[config.mk]
export PLATFORM = sky130hd
export DESIGN_NAME = range_gated_group_averager
export DESIGN_NICKNAME = d
export VERILOG_FILES = /design/src/sv/rgga_pkg.sv /design/src/sv/rgga_accum.sv /design/src/sv/rgga_div.sv /design/src/sv/range_gated_group_averager.sv
export SDC_FILE = /design/constraint.sdc
export NUM_CORES = 1
export LEC_CHECK = 0
export ABC_AREA = 1
export BUFFER_PORTS_ARGS = -buffer_cell sky130_fd_sc_hd__buf_2
export CAP_MARGIN = 15
export CORE_AREA = 3 3 119 121
export DETAILED_ROUTE_END_ITERATION = 8
export DIE_AREA = 0 0 122 124
export GPL_ROUTABILITY_DRIVEN = 0
export PLACE_DENSITY = 0.79
export SLEW_MARGIN = 20
export SYNTH_ARGS = -nofsm -noshare
export SYNTH_HDL_FRONTEND = slang
export SYNTH_SLANG_ARGS = --single-unit
[constraint.sdc]
create_clock -name clk -period 2.9 [get_ports clk]
set_clock_uncertainty 0.1 [all_clocks]
set_input_delay 0.58 -clock clk [delete_from_list [all_inputs] [get_ports clk]]
set_output_delay 0.58 -clock clk [all_outputs]
set_load 0.03 [all_outputs]
[src/sv/rgga_pkg.sv]
// ----------------------------------------------------------------------------
// rgga_pkg
// Shared constants and types for the range gated group averager.
// ----------------------------------------------------------------------------
package rgga_pkg;

	// field widths
	localparam int DATA_W        = 16;
	localparam int KEPT_W        = 8;
	localparam int MAX_GROUP_DEF = 128;

	// configuration register map
	localparam int CFG_IDX_W = 1;
	localparam logic [CFG_IDX_W-1:0] CFG_LOW_BOUND  = 1'b0;
	localparam logic [CFG_IDX_W-1:0] CFG_HIGH_BOUND = 1'b1;

	// reset values of the bounds, Q4.12
	localparam logic [DATA_W-1:0] LOW_BOUND_RST  = 16'd205;
	localparam logic [DATA_W-1:0] HIGH_BOUND_RST = 16'd40919;

	// divider status seen by the top level
	typedef struct packed {
		logic idle;  // ready to take a new group
		logic done;  // result held, waiting for the output register
	} div_stat_t;

endpackage

[src/sv/rgga_accum.sv]
// ----------------------------------------------------------------------------
// rgga_accum
// Range gate plus running sum and count of kept samples for one group.
// ----------------------------------------------------------------------------
module rgga_accum import rgga_pkg::*; #(
	parameter int MAX_GROUP = MAX_GROUP_DEF,
	parameter int CNT_W     = $clog2(MAX_GROUP + 1),
	parameter int SUM_W     = DATA_W + $clog2(MAX_GROUP)
) (
	input  logic              clk,
	input  logic              arst_n,
	input  logic              accept,
	input  logic [DATA_W-1:0] sample,
	input  logic              end_of_group,
	input  logic [DATA_W-1:0] low_bound,
	input  logic [DATA_W-1:0] high_bound,
	output logic              launch,
	output logic [SUM_W-1:0]  grp_sum,
	output logic [CNT_W-1:0]  grp_cnt
);

	logic [SUM_W-1:0] sum_q;
	logic [CNT_W-1:0] cnt_q;
	logic             keep;

	// gate: inside bounds and group not full
	assign keep = (sample >= low_bound) && (sample <= high_bound) &&
	              (cnt_q < CNT_W'(MAX_GROUP));

	// totals including the current item
	assign grp_sum = keep ? sum_q + SUM_W'(sample) : sum_q;
	assign grp_cnt = keep ? cnt_q + CNT_W'(1) : cnt_q;
	assign launch  = accept && end_of_group;

	// running totals, cleared at group end
	always_ff @(posedge clk or negedge arst_n) begin
		if (!arst_n) begin
			sum_q <= '0;
			cnt_q <= '0;
		end else if (accept) begin
			if (end_of_group) begin
				sum_q <= '0;
				cnt_q <= '0;
			end else begin
				sum_q <= grp_sum;
				cnt_q <= grp_cnt;
			end
		end
	end

endmodule

[src/sv/rgga_div.sv]
// ----------------------------------------------------------------------------
// rgga_div
// Bit-serial restoring divider: one quotient bit per cycle, sum by count.
// ----------------------------------------------------------------------------
module rgga_div import rgga_pkg::*; #(
	parameter int MAX_GROUP = MAX_GROUP_DEF,
	parameter int CNT_W     = $clog2(MAX_GROUP + 1),
	parameter int SUM_W     = DATA_W + $clog2(MAX_GROUP)
) (
	input  logic              clk,
	input  logic              arst_n,
	input  logic              start,
	input  logic [SUM_W-1:0]  dividend,
	input  logic [CNT_W-1:0]  divisor,
	input  logic              ack,
	output div_stat_t         stat,
	output logic [DATA_W-1:0] quot,
	output logic [CNT_W-1:0]  count,
	output logic              empty
);

	localparam int ITER_W = $clog2(SUM_W);

	typedef enum logic [1:0] {S_IDLE, S_RUN, S_DONE} state_t;

	state_t            state_q;
	logic [ITER_W-1:0] iter_q;
	logic [SUM_W-1:0]  quo_q;   // dividend shifts out, quotient shifts in
	logic [CNT_W-1:0]  rem_q;
	logic [CNT_W-1:0]  div_q;
	logic              empty_q;
	logic [CNT_W:0]    trial;
	logic              fits;
	logic [CNT_W:0]    diff;

	// one restoring step
	assign trial = {rem_q, quo_q[SUM_W-1]};
	assign fits  = trial >= {1'b0, div_q};
	assign diff  = trial - {1'b0, div_q};

	always_ff @(posedge clk or negedge arst_n) begin
		if (!arst_n) begin
			state_q <= S_IDLE;
			iter_q  <= '0;
			quo_q   <= '0;
			rem_q   <= '0;
			div_q   <= '0;
			empty_q <= 1'b0;
		end else begin
			case (state_q)
				S_IDLE: begin
					if (start) begin
						quo_q   <= dividend;
						rem_q   <= '0;
						div_q   <= divisor;
						iter_q  <= ITER_W'(SUM_W - 1);
						empty_q <= (divisor == '0);
						state_q <= (divisor == '0) ? S_DONE : S_RUN;
					end
				end
				S_RUN: begin
					rem_q <= fits ? diff[CNT_W-1:0] : trial[CNT_W-1:0];
					quo_q <= {quo_q[SUM_W-2:0], fits};
					if (iter_q == '0) begin
						state_q <= S_DONE;
					end else begin
						iter_q <= iter_q - ITER_W'(1);
					end
				end
				S_DONE: begin
					if (ack) begin
						state_q <= S_IDLE;
					end
				end
				default: begin
					state_q <= S_IDLE;
				end
			endcase
		end
	end

	assign stat.idle = (state_q == S_IDLE);
	assign stat.done = (state_q == S_DONE);
	// empty group reads as zero mean
	assign quot  = empty_q ? '0 : quo_q[DATA_W-1:0];
	assign count = div_q;
	assign empty = empty_q;

endmodule

[src/sv/range_gated_group_averager.sv]
// ----------------------------------------------------------------------------
// range_gated_group_averager
// Gates Q4.12 samples against a bound window, sums kept samples per group and
// gives the truncated mean, count and empty flag at each group end.
// ----------------------------------------------------------------------------
// channel   direction  handshake          payload
// in        input      in_valid/in_ready  sample, end_of_group
// out       output     out_valid/out_ready mean, kept_count, empty_group
// cfg       input      cfg_we             cfg_index, cfg_data
//
// Samples without group end are taken back to back while the divider is idle.
// A group end runs the serial divider, one quotient bit per cycle; an empty
// group skips it. in_ready stays low until the result has moved into the
// output register.
// Output stalls hold the result; the next group accumulates meanwhile.
// Reset restores the default bounds and clears sum, count and valid flags.
// ----------------------------------------------------------------------------
module range_gated_group_averager import rgga_pkg::*; #(
	parameter int MAX_GROUP = MAX_GROUP_DEF
) (
	input  logic                 clk,
	input  logic                 arst_n,
	input  logic                 in_valid,
	output logic                 in_ready,
	input  logic [DATA_W-1:0]    sample,
	input  logic                 end_of_group,
	output logic                 out_valid,
	input  logic                 out_ready,
	output logic [DATA_W-1:0]    mean,
	output logic [KEPT_W-1:0]    kept_count,
	output logic                 empty_group,
	input  logic                 cfg_we,
	input  logic [CFG_IDX_W-1:0] cfg_index,
	input  logic [DATA_W-1:0]    cfg_data
);

	localparam int CNT_W = $clog2(MAX_GROUP + 1);
	localparam int SUM_W = DATA_W + $clog2(MAX_GROUP);

	logic [DATA_W-1:0] low_bound_q;
	logic [DATA_W-1:0] high_bound_q;
	logic              accept;
	logic              launch;
	logic [SUM_W-1:0]  grp_sum;
	logic [CNT_W-1:0]  grp_cnt;
	div_stat_t         div_stat;
	logic              div_ack;
	logic [DATA_W-1:0] div_quot;
	logic [CNT_W-1:0]  div_count;
	logic              div_empty;
	logic              out_valid_q;
	logic [DATA_W-1:0] mean_q;
	logic [KEPT_W-1:0] kept_q;
	logic              empty_q;

	// configuration registers
	always_ff @(posedge clk or negedge arst_n) begin
		if (!arst_n) begin
			low_bound_q  <= LOW_BOUND_RST;
			high_bound_q <= HIGH_BOUND_RST;
		end else if (cfg_we) begin
			case (cfg_index)
				CFG_LOW_BOUND:  low_bound_q  <= cfg_data;
				CFG_HIGH_BOUND: high_bound_q <= cfg_data;
				default: ;
			endcase
		end
	end

	assign in_ready = div_stat.idle;
	assign accept   = in_valid && in_ready;

	rgga_accum #(
		.MAX_GROUP (MAX_GROUP),
		.CNT_W     (CNT_W),
		.SUM_W     (SUM_W)
	) u_accum (
		.clk          (clk),
		.arst_n       (arst_n),
		.accept       (accept),
		.sample       (sample),
		.end_of_group (end_of_group),
		.low_bound    (low_bound_q),
		.high_bound   (high_bound_q),
		.launch       (launch),
		.grp_sum      (grp_sum),
		.grp_cnt      (grp_cnt)
	);

	rgga_div #(
		.MAX_GROUP (MAX_GROUP),
		.CNT_W     (CNT_W),
		.SUM_W     (SUM_W)
	) u_div (
		.clk      (clk),
		.arst_n   (arst_n),
		.start    (launch),
		.dividend (grp_sum),
		.divisor  (grp_cnt),
		.ack      (div_ack),
		.stat     (div_stat),
		.quot     (div_quot),
		.count    (div_count),
		.empty    (div_empty)
	);

	// result moves out when the output register is free
	assign div_ack = div_stat.done && (!out_valid_q || out_ready);

	always_ff @(posedge clk or negedge arst_n) begin
		if (!arst_n) begin
			out_valid_q <= 1'b0;
		end else if (div_ack) begin
			out_valid_q <= 1'b1;
		end else if (out_ready) begin
			out_valid_q <= 1'b0;
		end
	end

	always_ff @(posedge clk) begin
		if (div_ack) begin
			mean_q  <= div_quot;
			kept_q  <= KEPT_W'(div_count);
			empty_q <= div_empty;
		end
	end

	assign out_valid   = out_valid_q;
	assign mean        = mean_q;
	assign kept_count  = kept_q;
	assign empty_group = empty_q;

endmodule

==> impl_metrics.yaml, run 1 <==
status:
  outcome: "complete, no violations"
timing:
  period_share_pct: 89.2
  max_slew_margin_pct: 37.4
  tns_ps: 0
  worst_slew_pin_slew_ps: 936
  rsz0062_at_grt: "false"
  fmax_mhz: 387
  hold_viol: 0
  hold_ws_ps: 256
  finalCriticalPeriod_ps: 2590
  fin_ws_ps: 313
  setup_viol_count_final: 0
  slew_violations: 0
route:
  drc: 0
  wl_mm: 16.9
  vias: 6434
  via_per_inst: 5.32
  wl_per_cell_um: 14.0
  detail-route-antenna-nets: 0
  first_pass_iters: 5
  drt_iter0_drc: 558
floorplan:
  die_area_um2: 15100
  io-pin-count: 66
  coreArea_um2: 13200
  rows: 42
  dieWidth_um: 122
  start_util_pct: 59.3
  die_h_um: 124
hold_path:
  hold_start: "out_ready"
  hold_path.class: "primary input to flip-flop"
  min_path_cells: 2
  holdPathEnd: "out_valid"
setup_path:
  end_kind: "flip-flop"
  reg2reg_from: "low_bound_q[3]"
  r2r_cells: 15
  crit_type: "flip-flop to flip-flop"
  worstPathRequired_ps: 3100
  r2r_slack_ps: 310
  worstSetupStartpointType: "flip-flop"
  timing.rr.end: "u_div.quo_q[14]"
  cp_max_fo: 13
  worstPathArrival_ps: 2790
grt:
  grt.overflow.total: 0
  grt_max_degree: 42
  grt_pass1_wl_mm: 28.1
  grt_use_total_pct: 23.7
  busiest_layer: "met2"
  met3_usage_pct: 5.63
  grt_use_met2_pct: 36.4
  use_met1_pct: 33.4
  grt_pass1_vias: 5930
  antenna_found_initial: 0
clocking:
  h-tree-depth: 4
  root_buffer: "clkbuf_16"
  cts_made_buffers: 17
  worstSkewPairLatency_ps: 430
  post_cts_resized: 0
  cts_tree: "done"
  cts_sinks: 136
  clk_pin_slew_ps: 60
  ctsLongestPathBuffers: 2
synth:
  synth_cells: 938
  synth.top_cells.by_area: "dfrtp_1, nand2_1, edfxtp_1"
  ys.warnings.count: 0
  netlist.area_leader.share_pct: 30.1
  syn-num-nets: 1038
  synth_top_cell_by_area: "dfrtp_1"
  ys_types: 47
  synth-seq-cells: 136
  synth_common_cells: "nand2_1, inv_1, dfrtp_1"
  yosysMostFrequentCell: "nand2_1"
  ys.flop_type: "dfrtp_1"
  syn-cell-area_um2: 7820
  synth_seq_area_share_pct: 45.4
  synth_edf_count: 25
  syn_avg_cell_area_um2: 8.33
  async_reset_ff_share_pct: 81.6
finish:
  finalInstanceArea_um2: 9090
  diodes: 0
  drive_gt1_share_pct: 15.8
  nets: 1122
  area_growth_pct: 16.3
  finish.utilization_pct: 68.9
run:
  maxCapViolations: 0
pwr:
  p_per_area_nw_per_um2: 963
  ir_drop_uv: 557
  p_leak_nw: 4.53
placement:
  preCtsSetupSlack_ps: 103
  hpwlAfterDp_mm: 12.4
  port-buffer-count: 65
  post_dp_cell_area_um2: 8450
## flip-flops by register name, summed over array words and instances, names as in the netlist
name / flops
empty_group: 1
high_bound_q: 16
kept_count: 8
low_bound_q: 16
mean: 16
out_valid: 1
u_accum.cnt_q: 8
u_accum.sum_q: 23
u_div.count: 8
u_div.empty: 1
u_div.iter_q: 5
u_div.quo_q: 23
u_div.rem_q: 8
u_div.state_q: 2
## through the flow
stage / instances / power (mW)
finish: 1210 / 8.76
global route: 1210 / 9.41
CTS: 1210 / 8.78
detailed placement: 1178 / 6.48
global placement: 1178 / 6.36
floorplan: 938 / 5.49
## area by class of cell
cell class              count  area, µm²
well taps                 176        220
fillers                  1077       4100
multi-input cells         629       3590
repair buffers             94        561
clock inverters             8        108
inverters                 144        541
clock buffers              23        522
flip-flops and latches    136       3550
## report_power, final
part | switching [mW] | internal [mW]
Clock | 0.809 | 1.44
Sequential | 0.340 | 2.53
Combinational | 2.26 | 1.38
## cells by family (layout without fill, tap and decap cells)
| family | Yosys count | after routing | share of synthesized area [%] |
|---|---|---|---|
| AOI/OAI and AO/OA | 198 | 198 | 14.8 |
| xor gates and xnor gates | 22 | 22 | 2.56 |
| adders and majority gates | 61 | 61 | 9.96 |
| buffers and inverters | 173 | 269 | 8.68 |
| DFF | 136 | 136 | 45.4 |
| and+or+nand+nor | 348 | 348 | 18.6 |
## how the worst max path moves through the flow
stage,end,slack (ps),startpoint,cells after the start
finish,u_div.quo_q[14],310,low_bound_q[3],15
global route,u_div.quo_q[15],100,high_bound_q[15],13
global placement,u_div.quo_q[18],130,sample[0],14
CTS,u_div.quo_q[15],320,low_bound_q[3],16
floorplan,u_div.quo_q[18],350,sample[0],13
detailed placement,u_div.quo_q[18],100,sample[0],14
## repair_timing
action,4_1_cts,5_1_grt
hold buffers,1,0
endpoints found under the hold margin,22,0
endpoints found under the setup margin,0,0
setup buffers,0,0
## placed cells by master, fill, tap and decap left out, drive strengths merged, types with 26 or more instances in the layout
master,count
a21oi,38
nand2,229
nand3,27
o21ai,95
o22ai,26
buf,93
nor2,68
dfrtp,94
inv,143
ha,59
## metal layers
layer | share of wire [%] | wire length, µm
met3 | 6.1 | 1020
met4 | 1.5 | 256
met2 | 46 | 7720
met1 | 47 | 7910
met5 | 0 | 0
## worst max-delay path, cell delays in order, from the launching register on
cell and delay, ps:
dfstp_2 530, inv_1 40, ha_1 280, nand2_1 70, nand2_1 50, nor2_1 100
nand2_1 70, nand2_1 60, nand2_1 60, nand2_1 90, nand2_2 80, nand3_4 170
inv_1 210, o21ai_0 320, buf_4 180, o21bai_1 50
Power figures use the tool's default switching activity.
==> run 2: changes to the inputs <==
--- a/config.mk
+++ b/config.mk
@@ -5,14 +5,13 @@
 export SDC_FILE = /design/constraint.sdc
 export NUM_CORES = 1
 export LEC_CHECK = 0
-export ABC_AREA = 1
 export BUFFER_PORTS_ARGS = -buffer_cell sky130_fd_sc_hd__buf_2
 export CAP_MARGIN = 15
-export CORE_AREA = 3 3 119 121
+export CORE_AREA = 3 3 165 167
 export DETAILED_ROUTE_END_ITERATION = 8
-export DIE_AREA = 0 0 122 124
+export DIE_AREA = 0 0 168 170
 export GPL_ROUTABILITY_DRIVEN = 0
-export PLACE_DENSITY = 0.79
+export PLACE_DENSITY = 0.46
 export SLEW_MARGIN = 20
 export SYNTH_ARGS = -nofsm -noshare
 export SYNTH_HDL_FRONTEND = slang
==> run 2 against run 1 <==
Against the previous run: fmax down 8.8%; count of clock-buffer cells in the layout decreased by 3; core utilization shrank 31 points; largest cell class unchanged; via count decreased by 6.4%.
==> impl_metrics.yaml, run 2 <==
synth:
  ys.warnings.count: 0
  synth_edf_count: 25
  synth_seq_area_share_pct: 45.8
  ys_types: 72
  yosysMostFrequentCell: "dfrtp_1"
  syn-num-nets: 872
  synth-seq-cells: 136
  syn_avg_cell_area_um2: 10.0
  netlist.area_leader.share_pct: 30.4
  synth_cells: 772
  synth_top_cell_by_area: "dfrtp_1"
  ys.flop_type: "dfrtp_1"
  async_reset_ff_share_pct: 81.6
  syn-cell-area_um2: 7740
  synth_common_cells: "dfrtp_1, o21ai_0, nand2_1"
  synth.top_cells.by_area: "dfrtp_1, edfxtp_1, ha_1"
pwr:
  ir_drop_uv: 412
  p_per_area_nw_per_um2: 871
  p_total_mw: 8.47
  p_leak_nw: 4.35
timing:
  finalCriticalPeriod_ps: 2840
  max_slew_margin_pct: 47.7
  tns_ps: 0
  setup_viol_count_final: 0
  worst_slew_pin_slew_ps: 783
  slew_violations: 0
  fin_ws_ps: 64.7
  period_share_pct: 97.8
  hold_ws_ps: 272
  rsz0062_at_grt: "true"
  hold_viol: 0
  fmax_mhz: 353
setup_path:
  crit_start: "u_accum.sum_q[0]"
  crit_chain: "ha_4, fa_2, a211oi_4, o21ai_2, nand3_2, a31oi_4, o31a_1, o211ai_4, or3_4, mux2i_1, o21ai_1"
  worstPathArrival_ps: 3030
  worstSetupStartpointType: "flip-flop"
  cp_slowest_cell: "dfrtp_1"
  worstPathRequired_ps: 3090
  crit_path_max_incr_delay_ps: 410
  crit_type: "flip-flop to flip-flop"
  end_kind: "flip-flop"
  reg2reg_from: "u_accum.sum_q[0]"
  cp_max_fo: 7
floorplan:
  rows: 59
  die_h_um: 170
  io-pin-count: 66
  die_area_um2: 28600
  coreArea_um2: 25900
  start_util_pct: 29.9
  dieWidth_um: 168
finish:
  final_common_cell: "dfrtp_1"
  finish.utilization_pct: 37.5
  area_growth_pct: 25.6
  drive_gt1_share_pct: 27.6
  top_regs: "u_accum.sum_q x23, u_div.quo_q x23"
  nets: 1006
  fillCellCount: 2636
  diodes: 0
  final_cells: 1254
  layout_common_cells: "dfrtp_1, o21ai_0, buf_4, nand2_1, buf_2"
  finalInstanceArea_um2: 9720
run:
  maxCapViolations: 0
clocking:
  ctsLongestPathBuffers: 2
  cts_tree: "done"
  worstSkewPairLatency_ps: 430
  cts_sinks: 136
  root_buffer: "clkbuf_16"
  h-tree-depth: 4
  cts_made_buffers: 17
  clk_pin_slew_ps: 70
route:
  vias: 6020
  via_per_inst: 4.80
  wl_mm: 19.4
  wl_per_cell_um: 15.5
  drt_iter0_drc: 300
  first_pass_iters: 6
  detail-route-antenna-nets: 0
  drc: 0
placement:
  hpwlAfterDp_mm: 14.6
  preCtsSetupSlack_ps: -446
  port-buffer-count: 65
  dp_cells: 1218
  post_dp_cell_area_um2: 8970
grt:
  grt_pass1_wl_mm: 32.1
  antenna_found_initial: 0
  grt_use_total_pct: 14.0
  grt_max_degree: 91
  grt_pass1_vias: 5949
  grt.overflow.total: 0
hold_path:
  hold_path.class: "primary input to flip-flop"
  hold_start: "cfg_data[4]"
status:
  outcome: "complete, no violations"
-- run 2: repair_timing --
item                                    CTS  global route
pin swaps                                 2            15
gates resized for setup                   6            33
endpoints found under the hold margin    21             0
setup buffers                             0             4
endpoints found under the setup margin   37            36
hold buffers                              1             0
-- run 2: cells by family (layout without fill, tap and decap cells) --
group / count (synthesis) / after routing / share of synthesized area, %
adders and majority gates: 61 / 61 / 10.1
AOI/OAI and AO/OA: 220 / 220 / 18.5
xor gates and xnor gates: 30 / 30 / 3.39
muxes: 31 / 31 / 4.30
buffers and inverters: 81 / 228 / 4.06
DFF: 136 / 136 / 45.8
and+or+nand+nor: 213 / 213 / 13.8
-- run 2: cell type report --
| type | instances | area [µm²] | share of cell area, % |
|---|---|---|---|
| Multi-Input combinational cell | 555 | 4040 | 41.6 |
| Timing Repair Buffer | 143 | 963 | 9.91 |
| Clock inverter | 12 | 92.6 | 0.952 |
| Inverter | 53 | 199 | 2.05 |
| Clock buffer | 20 | 457 | 4.70 |
| Tap cell | 335 | 419 | 4.31 |
| Sequential cell | 136 | 3550 | 36.5 |
-- run 2: power breakdown --
group	total (mW)	switching [mW]	leakage [nW]	internal, mW
Combinational	3.54	2.00	2.43	1.54
Clock	2.04	0.889	0.266	1.15
Sequential	2.89	0.389	1.65	2.50
Total	8.47	3.28	4.35	5.19
-- run 2: path summary, 6_finish.rpt --
| path | to | slack (ps) | depth (start not counted) |
|---|---|---|---|
| max | u_accum.sum_q[22] | 60 | 11 |
| min | low_bound_q[4] | 270 | 3 |
| max reg2reg | u_accum.sum_q[22] | 60 | 11 |
| min reg2reg | kept_count[6] | 380 | 0 |
| max in group asynchronous | low_bound_q[0] | 1340 | 3 |
| min in group asynchronous | u_div.rem_q[2] | 500 | 2 |
-- run 2: worst max-delay path: cells and delay by family (launching register included) --
kind,cells,cell delay (ps)
AND/OR/NAND/NOR,2,300
AO/OA/AOI/OAI,6,1120
adder cells (fa/ha/maj),2,590
multiplexers,1,190
flip-flops,1,410
-- run 2: per-layer routing --
metal	wire [µm]	share of wire [%]	track usage, %
met1	9880	51	20.2
met4	177	0.91	3.84
met5	0	0	0
met3	650	3.3	2.53
met2	8730	45	21.8
